$ cat config.mk
export PLATFORM = sky130hd
export DESIGN_NAME = pll_factor_search
export DESIGN_NICKNAME = d
export VERILOG_FILES = /design/src/hw/rtl/pfs_pkg.sv /design/src/hw/rtl/pll_factor_search.sv /design/src/hw/rtl/pfs_seq.sv /design/src/hw/rtl/pfs_rate_unit.sv /design/src/hw/rtl/pfs_best.sv
export SDC_FILE = /design/constraint.sdc
export NUM_CORES = 1
export LEC_CHECK = 0
export BUFFER_PORTS_ARGS = -buffer_cell sky130_fd_sc_hd__buf_2
export CORE_MARGIN = 2
export CORE_UTILIZATION = 60
export DETAILED_ROUTE_END_ITERATION = 10
export PLACE_DENSITY = 0.89
export SLEW_MARGIN = 20
export SYNTH_ARGS = -nofsm -noshare
export SYNTH_HDL_FRONTEND = slang
export SYNTH_HIERARCHICAL = 1
export SYNTH_SLANG_ARGS = --single-unit
$ cat constraint.sdc
create_clock -name clk -period 6.3 [get_ports clk]
set_input_delay 1.575 -clock clk [delete_from_list [all_inputs] [get_ports clk]]
set_output_delay 1.575 -clock clk [all_outputs]
set_load 0.03 [all_outputs]
$ cat src/hw/rtl/pfs_pkg.sv
// Shared types, constants and the base-rate table for the PLL factor search.
// No dependencies; every other file in hw/rtl imports this package.
`timescale 1ns / 1ps

package pfs_pkg;

    // factor ranges
    localparam int N_MAX = 32;
    localparam int K_MAX = 4;
    localparam int M_MAX = 4;

    // field widths
    localparam int N_W    = 5;
    localparam int K_W    = 2;
    localparam int M_W    = 2;
    localparam int P_W    = 2;
    localparam int RATE_W = 32;
    localparam int BASE_W = 25;
    localparam int NK_W   = 8;

    // highest post divider exponent for low targets
    localparam logic [P_W-1:0] P_TOP_LOW = 2'd2;

    // reference clock and the post divider limit
    localparam logic [BASE_W-1:0] BASE_HZ    = 25'd24000000;
    localparam logic [RATE_W-1:0] P_LIMIT_HZ = 32'd288000000;

    // last code of each factor
    localparam logic [N_W-1:0] N_LAST = N_W'(N_MAX - 1);
    localparam logic [K_W-1:0] K_LAST = K_W'(K_MAX - 1);
    localparam logic [M_W-1:0] M_LAST = M_W'(M_MAX - 1);

    typedef enum logic [1:0] {
        SEQ_IDLE,
        SEQ_RUN,
        SEQ_WAIT
    } seq_state_t;

    // one candidate combination from the sequencer
    typedef struct packed {
        logic           valid;
        logic           last;
        logic [N_W-1:0] n_code;
        logic [K_W-1:0] k_code;
        logic [M_W-1:0] m_code;
        logic [P_W-1:0] p_code;
    } cand_t;

    // one evaluated candidate with its rate
    typedef struct packed {
        logic              valid;
        logic              last;
        logic [N_W-1:0]    n_code;
        logic [K_W-1:0]    k_code;
        logic [M_W-1:0]    m_code;
        logic [P_W-1:0]    p_code;
        logic [RATE_W-1:0] rate;
    } rate_t;

    // 24 MHz / (M * 2^P); exact since 24 MHz divides by every M * 2^P used
    function automatic logic [BASE_W-1:0] base_rate(
        input logic [M_W-1:0] m_code,
        input logic [P_W-1:0] p_code
    );
        logic [BASE_W-1:0] div_m;
        case (m_code)
            2'd0:    div_m = 25'd24000000;
            2'd1:    div_m = 25'd12000000;
            2'd2:    div_m = 25'd8000000;
            default: div_m = 25'd6000000;
        endcase
        return div_m >> p_code;
    endfunction

endpackage

$ cat src/hw/rtl/pll_factor_search.sv
// Top level of the PLL factor search: input capture, output register and
// the sequencer, rate unit and best-fit tracker. Depends on pfs_pkg.
`timescale 1ns / 1ps

// Usage
// - input channel: target_hz with in_valid / in_ready; a transfer starts a
//   search. in_ready is high only while no search is running.
// - output channel: n_code, k_code, m_code, p_code, achieved_hz, fit_found
//   with out_valid / out_ready; one result per input transfer.
// - one candidate combination is evaluated per cycle by a single table and
//   multiplier unit stepped by the sequencer over K, N, M and P.
// - targets below 288 MHz take 1536 candidates, others 512 (P held at 0).
// - out_valid follows an input transfer after the candidate sweep, the
//   two rate unit stages, the best-fit update and the output load;
//   in_ready returns the cycle after the load.
// - when nothing fits, all codes and achieved_hz are zero and fit_found is 0.
// - a stalled receiver holds the result in the output register; the next
//   item may be taken and searched meanwhile, but its result waits until
//   the held one is transferred.
// - reset clears the sequencer and the valid flags; the block is then idle.
module pll_factor_search
    import pfs_pkg::*;
(
    input  logic              clk,
    input  logic              rst_n,
    input  logic              in_valid,
    output logic              in_ready,
    input  logic [RATE_W-1:0] target_hz,
    output logic              out_valid,
    input  logic              out_ready,
    output logic [N_W-1:0]    n_code,
    output logic [K_W-1:0]    k_code,
    output logic [M_W-1:0]    m_code,
    output logic [P_W-1:0]    p_code,
    output logic [RATE_W-1:0] achieved_hz,
    output logic              fit_found
);

    logic              start;
    logic              idle;
    logic              load;
    logic              done;
    logic              out_free;
    logic [RATE_W-1:0] target_reg;
    logic [P_W-1:0]    p_top_reg;
    cand_t             cand;
    rate_t             rate_w;
    logic              b_found;
    logic [N_W-1:0]    b_n;
    logic [K_W-1:0]    b_k;
    logic [M_W-1:0]    b_m;
    logic [P_W-1:0]    b_p;
    logic [RATE_W-1:0] b_rate;
    logic              out_valid_reg;
    logic [N_W-1:0]    n_code_reg;
    logic [K_W-1:0]    k_code_reg;
    logic [M_W-1:0]    m_code_reg;
    logic [P_W-1:0]    p_code_reg;
    logic [RATE_W-1:0] achieved_reg;
    logic              fit_reg;

    assign in_ready = idle;
    assign start    = in_valid && idle;
    assign out_free = !out_valid_reg || out_ready;

    // capture the target and the P range on input transfer
    always_ff @(posedge clk)
    begin
        if (start)
        begin
            target_reg <= target_hz;
            p_top_reg  <= (target_hz < P_LIMIT_HZ) ? P_TOP_LOW : '0;
        end
    end

    pfs_seq u_seq (
        .clk      (clk),
        .rst_n    (rst_n),
        .start    (start),
        .p_top    (p_top_reg),
        .done     (done),
        .out_free (out_free),
        .idle     (idle),
        .load     (load),
        .cand     (cand)
    );

    pfs_rate_unit u_rate (
        .clk      (clk),
        .rst_n    (rst_n),
        .cand     (cand),
        .rate_out (rate_w)
    );

    pfs_best u_best (
        .clk     (clk),
        .rst_n   (rst_n),
        .start   (start),
        .target  (target_reg),
        .rate_in (rate_w),
        .done    (done),
        .found   (b_found),
        .n_code  (b_n),
        .k_code  (b_k),
        .m_code  (b_m),
        .p_code  (b_p),
        .rate    (b_rate)
    );

    // output valid flag
    always_ff @(posedge clk or negedge rst_n)
    begin
        if (!rst_n)
        begin
            out_valid_reg <= 1'b0;
        end
        else if (load)
        begin
            out_valid_reg <= 1'b1;
        end
        else if (out_ready)
        begin
            out_valid_reg <= 1'b0;
        end
    end

    // output payload
    always_ff @(posedge clk)
    begin
        if (load)
        begin
            n_code_reg   <= b_n;
            k_code_reg   <= b_k;
            m_code_reg   <= b_m;
            p_code_reg   <= b_p;
            achieved_reg <= b_rate;
            fit_reg      <= b_found;
        end
    end

    assign out_valid   = out_valid_reg;
    assign n_code      = n_code_reg;
    assign k_code      = k_code_reg;
    assign m_code      = m_code_reg;
    assign p_code      = p_code_reg;
    assign achieved_hz = achieved_reg;
    assign fit_found   = fit_reg;

endmodule

$ cat src/hw/rtl/pfs_seq.sv
// Sequencer for the PLL factor search: walks K, N, M, P in search order
// and hands off the final result. Depends on pfs_pkg.
`timescale 1ns / 1ps

module pfs_seq
    import pfs_pkg::*;
(
    input  logic           clk,
    input  logic           rst_n,
    input  logic           start,
    input  logic [P_W-1:0] p_top,
    input  logic           done,
    input  logic           out_free,
    output logic           idle,
    output logic           load,
    output cand_t          cand
);

    seq_state_t     state_reg, state_next;
    logic [N_W-1:0] n_reg, n_next;
    logic [K_W-1:0] k_reg, k_next;
    logic [M_W-1:0] m_reg, m_next;
    logic [P_W-1:0] p_reg, p_next;
    logic           at_last;

    // state and loop counters
    always_ff @(posedge clk or negedge rst_n)
    begin
        if (!rst_n)
        begin
            state_reg <= SEQ_IDLE;
            n_reg     <= '0;
            k_reg     <= '0;
            m_reg     <= '0;
            p_reg     <= '0;
        end
        else
        begin
            state_reg <= state_next;
            n_reg     <= n_next;
            k_reg     <= k_next;
            m_reg     <= m_next;
            p_reg     <= p_next;
        end
    end

    assign at_last = (k_reg == K_LAST) && (n_reg == N_LAST) &&
                     (m_reg == M_LAST) && (p_reg == p_top);

    // next state, counter stepping and outputs
    always_comb
    begin
        state_next  = state_reg;
        n_next      = n_reg;
        k_next      = k_reg;
        m_next      = m_reg;
        p_next      = p_reg;
        idle        = 1'b0;
        load        = 1'b0;
        cand.valid  = 1'b0;
        cand.last   = at_last;
        cand.n_code = n_reg;
        cand.k_code = k_reg;
        cand.m_code = m_reg;
        cand.p_code = p_reg;
        unique case (state_reg)
            SEQ_IDLE:
            begin
                idle = 1'b1;
                if (start)
                begin
                    n_next     = '0;
                    k_next     = '0;
                    m_next     = '0;
                    p_next     = '0;
                    state_next = SEQ_RUN;
                end
            end
            SEQ_RUN:
            begin
                cand.valid = 1'b1;
                // innermost P, then M, then N, then K
                if (p_reg == p_top)
                begin
                    p_next = '0;
                    if (m_reg == M_LAST)
                    begin
                        m_next = '0;
                        if (n_reg == N_LAST)
                        begin
                            n_next = '0;
                            k_next = k_reg + K_W'(1);
                        end
                        else
                        begin
                            n_next = n_reg + N_W'(1);
                        end
                    end
                    else
                    begin
                        m_next = m_reg + M_W'(1);
                    end
                end
                else
                begin
                    p_next = p_reg + P_W'(1);
                end
                if (at_last)
                begin
                    state_next = SEQ_WAIT;
                end
            end
            SEQ_WAIT:
            begin
                // pipeline drained and output register free
                if (done && out_free)
                begin
                    load       = 1'b1;
                    state_next = SEQ_IDLE;
                end
            end
            default:
            begin
                state_next = SEQ_IDLE;
            end
        endcase
    end

endmodule

$ cat src/hw/rtl/pfs_rate_unit.sv
// Shared rate unit: forms 24 MHz * N * K / (M * 2^P) for one candidate per
// cycle in two registered steps. Depends on pfs_pkg.
`timescale 1ns / 1ps

module pfs_rate_unit
    import pfs_pkg::*;
(
    input  logic  clk,
    input  logic  rst_n,
    input  cand_t cand,
    output rate_t rate_out
);

    cand_t             cand_reg;
    logic [BASE_W-1:0] base_reg;
    logic [NK_W-1:0]   nk_reg;
    logic [NK_W-1:0]   nk_next;
    logic [BASE_W+NK_W-1:0] prod;
    rate_t             rate_reg;

    assign nk_next = (NK_W'(cand.n_code) + NK_W'(1)) * (NK_W'(cand.k_code) + NK_W'(1));
    assign prod    = (BASE_W + NK_W)'(base_reg) * (BASE_W + NK_W)'(nk_reg);

    // first step: table lookup and N * K
    always_ff @(posedge clk or negedge rst_n)
    begin
        if (!rst_n)
        begin
            cand_reg <= '0;
            base_reg <= '0;
            nk_reg   <= '0;
        end
        else
        begin
            cand_reg <= cand;
            base_reg <= base_rate(cand.m_code, cand.p_code);
            nk_reg   <= nk_next;
        end
    end

    // second step: base times N * K, at most 3.072 GHz so 32 bits hold it
    always_ff @(posedge clk or negedge rst_n)
    begin
        if (!rst_n)
        begin
            rate_reg <= '0;
        end
        else
        begin
            rate_reg.valid  <= cand_reg.valid;
            rate_reg.last   <= cand_reg.last;
            rate_reg.n_code <= cand_reg.n_code;
            rate_reg.k_code <= cand_reg.k_code;
            rate_reg.m_code <= cand_reg.m_code;
            rate_reg.p_code <= cand_reg.p_code;
            rate_reg.rate   <= prod[RATE_W-1:0];
        end
    end

    assign rate_out = rate_reg;

endmodule

$ cat src/hw/rtl/pfs_best.sv
// Best-fit tracker: keeps the highest rate not above the target, first one
// found wins on a tie. Depends on pfs_pkg.
`timescale 1ns / 1ps

module pfs_best
    import pfs_pkg::*;
(
    input  logic              clk,
    input  logic              rst_n,
    input  logic              start,
    input  logic [RATE_W-1:0] target,
    input  rate_t             rate_in,
    output logic              done,
    output logic              found,
    output logic [N_W-1:0]    n_code,
    output logic [K_W-1:0]    k_code,
    output logic [M_W-1:0]    m_code,
    output logic [P_W-1:0]    p_code,
    output logic [RATE_W-1:0] rate
);

    logic              done_reg, found_reg;
    logic [N_W-1:0]    n_reg;
    logic [K_W-1:0]    k_reg;
    logic [M_W-1:0]    m_reg;
    logic [P_W-1:0]    p_reg;
    logic [RATE_W-1:0] rate_reg;
    logic              take;

    // candidate fits and beats what is held
    assign take = rate_in.valid && (rate_in.rate <= target) &&
                  (!found_reg || (rate_in.rate > rate_reg));

    // control flags
    always_ff @(posedge clk or negedge rst_n)
    begin
        if (!rst_n)
        begin
            done_reg  <= 1'b0;
            found_reg <= 1'b0;
        end
        else if (start)
        begin
            done_reg  <= 1'b0;
            found_reg <= 1'b0;
        end
        else
        begin
            if (rate_in.valid && rate_in.last)
            begin
                done_reg <= 1'b1;
            end
            if (take)
            begin
                found_reg <= 1'b1;
            end
        end
    end

    // held best; cleared at start so no fit reads as all zero
    always_ff @(posedge clk)
    begin
        if (start)
        begin
            n_reg    <= '0;
            k_reg    <= '0;
            m_reg    <= '0;
            p_reg    <= '0;
            rate_reg <= '0;
        end
        else if (take)
        begin
            n_reg    <= rate_in.n_code;
            k_reg    <= rate_in.k_code;
            m_reg    <= rate_in.m_code;
            p_reg    <= rate_in.p_code;
            rate_reg <= rate_in.rate;
        end
    end

    assign done   = done_reg;
    assign found  = found_reg;
    assign n_code = n_reg;
    assign k_code = k_reg;
    assign m_code = m_reg;
    assign p_code = p_reg;
    assign rate   = rate_reg;

endmodule
Yosys cells after proc, flatten, opt, wreduce, memory -nomap -nowiden. Cells that the tools add are included.

Multipliers: 2. $add $sub $neg: 6. Order comparisons: 3. Mux-type cells: 31. Reductions and logical operators: 23. Equal/unequal tests: 14. Shifts and indexed selects: 1.

Operators with widths (number): 25-bit case mux with 3 select lines (1); 32-bit greater-than comparator (1); 32-bit less-or-equal comparator (1); 32-bit by 29-bit < comparator with 1-bit output (second input constant) (1); 25-bit by 8-bit multiplier with 32-bit output (1); 25-bit by 2-bit right shift with 25-bit output (1); 2-bit 2-to-1 mux (11); 5-bit 2-to-1 mux (4); 2-bit case mux with 2 select lines (3); 1-bit 2-to-1 mux (10); 2-bit by 1-bit inequality test with 1-bit output (second input constant) (5); 5-bit case mux with 2 select lines (1); 2-bit equality test (second input constant) (4); 1-bit logical AND (8); 8-bit by 8-bit multiplier with 8-bit output (1); 2-bit nonzero test (4); 2-bit by 1-bit adder with 2-bit output (second input constant) (3); 5-bit by 1-bit adder with 6-bit output (second input constant) (1); 2-bit case mux with 3 select lines (1); 3-bit AND reduction (2); 5-bit by 1-bit adder with 5-bit output (second input constant) (1); 5-bit equality test (second input constant) (1); 5-bit AND reduction (1); 2-bit by 1-bit equality test with 1-bit output (second input constant) (2); other kinds (8) (11).

Logic and storage cells: 116. Register bits: 228. Input bits: 36. Output and inout bits: 46.

Longest topological paths before layout.
Depth in word-level cells: 6. Gate-level depth with buffers: 18. Gate-level depth less buffers: 16.

Cells and area by module. The synthesis kept the hierarchy.

By module, submodules not included: pfs_rate_unit (sequential area each 2077.0 um^2, area each 8388.0 um^2, cells an instance 853, times used 1); pfs_best (sequential area each 910.9 um^2, area each 3414.5 um^2, cells an instance 438, times used 1); pll_factor_search (sequential area each 2337.2 um^2, area each 2438.6 um^2, cells an instance 93, times used 1); pfs_seq (sequential area each 325.3 um^2, area each 772.0 um^2, cells an instance 81, times used 1).

Least setup slack after synthesis. No wires, ideal clock.

Path type: input to register. Start point: in out_ready. End point: reg achieved_reg[0] (netlist: achieved_hz[0]) (enable). Stages: 3. Library setup time: 0.511 ns. Arrival time: 5.031 ns. Buffers on the path: 0. Setup slack: 0.758 ns. Cell sequence: nand2b_1 > nand2_1 > nor3b_1.

Word-level cells in the longest chain between the ends: 4.

RTL lines: start, declared (line pll_factor_search.sv:30) `input logic out_ready,`; 1-bit logical OR (line pll_factor_search.sv:64) `assign out_free = !out_valid_reg || out_ready;`; 1-bit logical AND (line pfs_seq.sv:116) `if (done && out_free)`; 1-bit 2-to-1 mux (line pfs_seq.sv:116); 1-bit 2-to-1 mux (line pfs_seq.sv:66) `unique case (state_reg)`; named net load (line pll_factor_search.sv:41) `logic load;`; end signal, assigned (line pll_factor_search.sv:136) `achieved_reg <= b_rate;`; end, declared (line pll_factor_search.sv:59) `logic [RATE_W-1:0] achieved_reg;`.

The timed path passes the listed nets, and every way through them passes these cells. A chain may end at the register's enable or synchronous reset.

Worst setup path after layout.
Start point: reg u_rate.nk_reg[7]. End point: reg u_rate.rate_reg (netlist bit u_rate/rate_out[24]).

Word-level cells in the longest chain between the ends: 1.

RTL lines: start, declared (line pfs_rate_unit.sv:16) `logic [NK_W-1:0] nk_reg;`; start signal, assigned (line pfs_rate_unit.sv:37) `nk_reg <= nk_next;`; 25-bit by 8-bit multiplier with 32-bit output (line pfs_rate_unit.sv:22) `assign prod = (BASE_W + NK_W)'(base_reg) * (BASE_W + NK_W)'(nk_reg);`; named net u_rate.prod[24] (line pfs_rate_unit.sv:18) `logic [BASE_W+NK_W-1:0] prod;`; end, declared (line pfs_rate_unit.sv:19) `rate_t rate_reg;`.

The timed path passes the listed nets, and every way through them passes these cells.

==> reports/results.ini <==
[status]
status=completed

[clocking]
cts.sinks=219
clk_path_buf_depth=3
cts_made_buffers=23
insertion_delay_ns=0.53
cts_root_buffer=clkbuf_16
h-tree-depth=1
ctsHoldBuffers=0
cts_tree=yes
cts_setup_buffers=0
clk_pin_slew_ns=0.06
cts_resized=0

[timing]
fmax_mhz=199
tns_ns=0
clock_skew_ns=0.0204
worst_slew_pin_slew_ns=1.10
maxSlewHeadroom_pct=26.5
min_period_ns=5.03
fin_crit_sh_pct=79.9
drv_slew=0
rsz0062_at_grt=false
final_hold_viol_count=0
setup_viol=0

[global_routing]
grt_pass1_wl_um=55900
grt_start_max_net_pins=81
overflow=0
grt_pass1_vias=11300
grtUsageTotal_pct=26.4
grt_antenna_before_repair=1

[worst_setup_path]
cp-end-kind=register
crit_fanout=21
cp.arrival_ns=5.46
crit_start=u_rate/nk_reg[7]$_DFF_PN0_
r2r_start=u_rate/nk_reg[7]$_DFF_PN0_
cp-start-kind=register
worstPathCellList=nand2_1 > fa_1 > fa_1 > inv_1 > fa_1 > inv_1 > fa_1 > inv_1 > ha_1 > o21ai_0 > inv_1 > and4_4 > or3_4 > a41oi_2 > xnor2_1
crit_slowest_cell=dfrtp_1
ff2ff_path_depth=15
critPathRequiredTime_ns=6.73
rrSetupSlack_ns=1.27
critPathMaxStageDelay_ns=0.71
critical_path_class=reg -> reg
timing.rr.end=u_rate/rate_out[24]$_DFF_PN0_
critPathCapture=u_rate/rate_out[24]$_DFF_PN0_

[place]
port_buffers=81
place_hpwl_um=24600
gp_congestion=0.915

[routing]
final_antenna_net_count=0
drt_iter0_markers=1049
drc=0
via_per_inst=5.80
first_pass_iters=6
drt-total-wl_um=33800
routedWlPerCell_um=18.1
vias=10800

[layout]
largest_reg_flops=41
layout_common_cells=inv_1, and2_1, ha_1
synthToLayoutAreaGrowth_pct=9.13
fin_nets=1806
layout-drive-gt1-share_pct=9.81
utilization_pct=67.0
nFillCells=1708
layout_commonest_cell=inv_1
ff_latch_area_um2=5650
multi_input_area_um2=8290

[die]
chipWidth_um=162
die_h_um=162
io_pins=82
rows=57
dieArea_um2=26300
fp.coreArea_um2=24500
initial_core_util_pct=61.4

[yosys]
async_reset_ff_share_pct=45.2
synthCells=1465
synth_cell_types=78
avgSynthCellArea_um2=10.2
synth_ff_type=dfrtp_1
synth_area_um2=15000
ys_warn_count=6
ys_ff_latch=219
synth_seq_area_share_pct=37.6
synth-edff-count=77

[min_path]
hp-class=reg -> reg

[flow_run]
maxCapViolCount=0

-- cell families (layout without fill, tap and decap cells) --
logic type               Yosys count  after routing  share of synthesized area [%]
XOR/XNOR                          33             33                           1.93
buffers and inverters            270            342                           7.29
adder cells (fa/ha/maj)          247            247                           26.5
multiplexers                       6              6                          0.425
AND/OR/NAND/NOR                  417            417                           15.1
flip-flops                       219            219                           37.6
other                              2              6                         0.0500
AO/OA/AOI/OAI                    271            271                           11.1
-- area by class of cell --
class                           instances  area share [%]
Multi-Input combinational cell        979            50.6
Sequential cell                       219            34.5
Inverter                              214            4.90
Clock buffer                           31            4.40
Timing Repair Buffer                   86            2.72
Tap cell                              324            2.47
Clock inverter                         11           0.428
Antenna cell                            1          0.0153
-- worst min path at each step --
stage,startpoint,slack (ns),end,depth (start not counted)
finish,u_rate/cand_reg[12]$_DFF_PN0_,0.35,u_rate/rate_out[44]$_DFF_PN0_,0
global route,u_rate/cand_reg[11]$_DFF_PN0_,0.36,u_rate/rate_out[43]$_DFF_PN0_,0
CTS,u_rate/cand_reg[12]$_DFF_PN0_,0.35,u_rate/rate_out[44]$_DFF_PN0_,0
detailed placement,u_rate/cand_reg[3]$_DFF_PN0_,0.33,u_rate/rate_out[35]$_DFF_PN0_,0
global placement,u_rate/cand_reg[6]$_DFF_PN0_,0.33,u_rate/rate_out[38]$_DFF_PN0_,0
floorplan,u_rate/cand_reg[0]$_DFF_PN0_,0.33,u_rate/rate_out[32]$_DFF_PN0_,0
-- critical path: cells and delay by family, from the launching register on --
kind                     cells  cell delay (ns)
XOR/XNOR                     1             0.14
AO/OA/AOI/OAI                2             0.50
buffers and inverters        4             0.31
AND/OR/NAND/NOR              3             0.75
adder cells (fa/ha/maj)      5             2.52
flip-flops                   1             0.71
-- through the flow --
step           instance area, um^2  hold slack (ns)  cells  setup slack [ns]
6_report                     16400            0.347   1865              1.27
3_3_place_gp                 15600            0.333   1822              1.47
4_1_cts                      16400            0.347   1864              1.32
2_1_floorplan                15000            0.331   1468             0.758
3_5_place_dp                 15600            0.335   1822              1.42
5_1_grt                      16400            0.356   1865              1.10
-- synthesized netlist by cell type, drive strengths merged (21+ instances only) --
library cell | number | share of area, %
fa | 118 | 16
inv | 214 | 5.4
and2 | 136 | 5.7
o21ai | 76 | 2.6
dfrtp | 99 | 17
nand2 | 94 | 2.4
edfxtp | 77 | 15
dfxtp | 43 | 5.7
clkbuf | 35 | 0.88
xnor2 | 21 | 1.2
nand3 | 65 | 2.2
buf | 21 | 1.1
nor2 | 40 | 1.0
ha | 129 | 11
a21oi | 104 | 3.5
-- routing by layer --
| metal | track usage, % | part of all wire (%) | vias up |
|---|---|---|---|
| li1 | - | - | 4992 |
| met1 | 33.7 | 40 | 5276 |
| met2 | 45.4 | 49 | 461 |
| met3 | 4.32 | 6.7 | 95 |
| met4 | 10.4 | 3.8 | 0 |
| met5 | 0 | 0 | - |
Power is left out: the tool's default activity adds up to more than one toggle a clock period on the data nets, which glitch-free logic cannot reach.
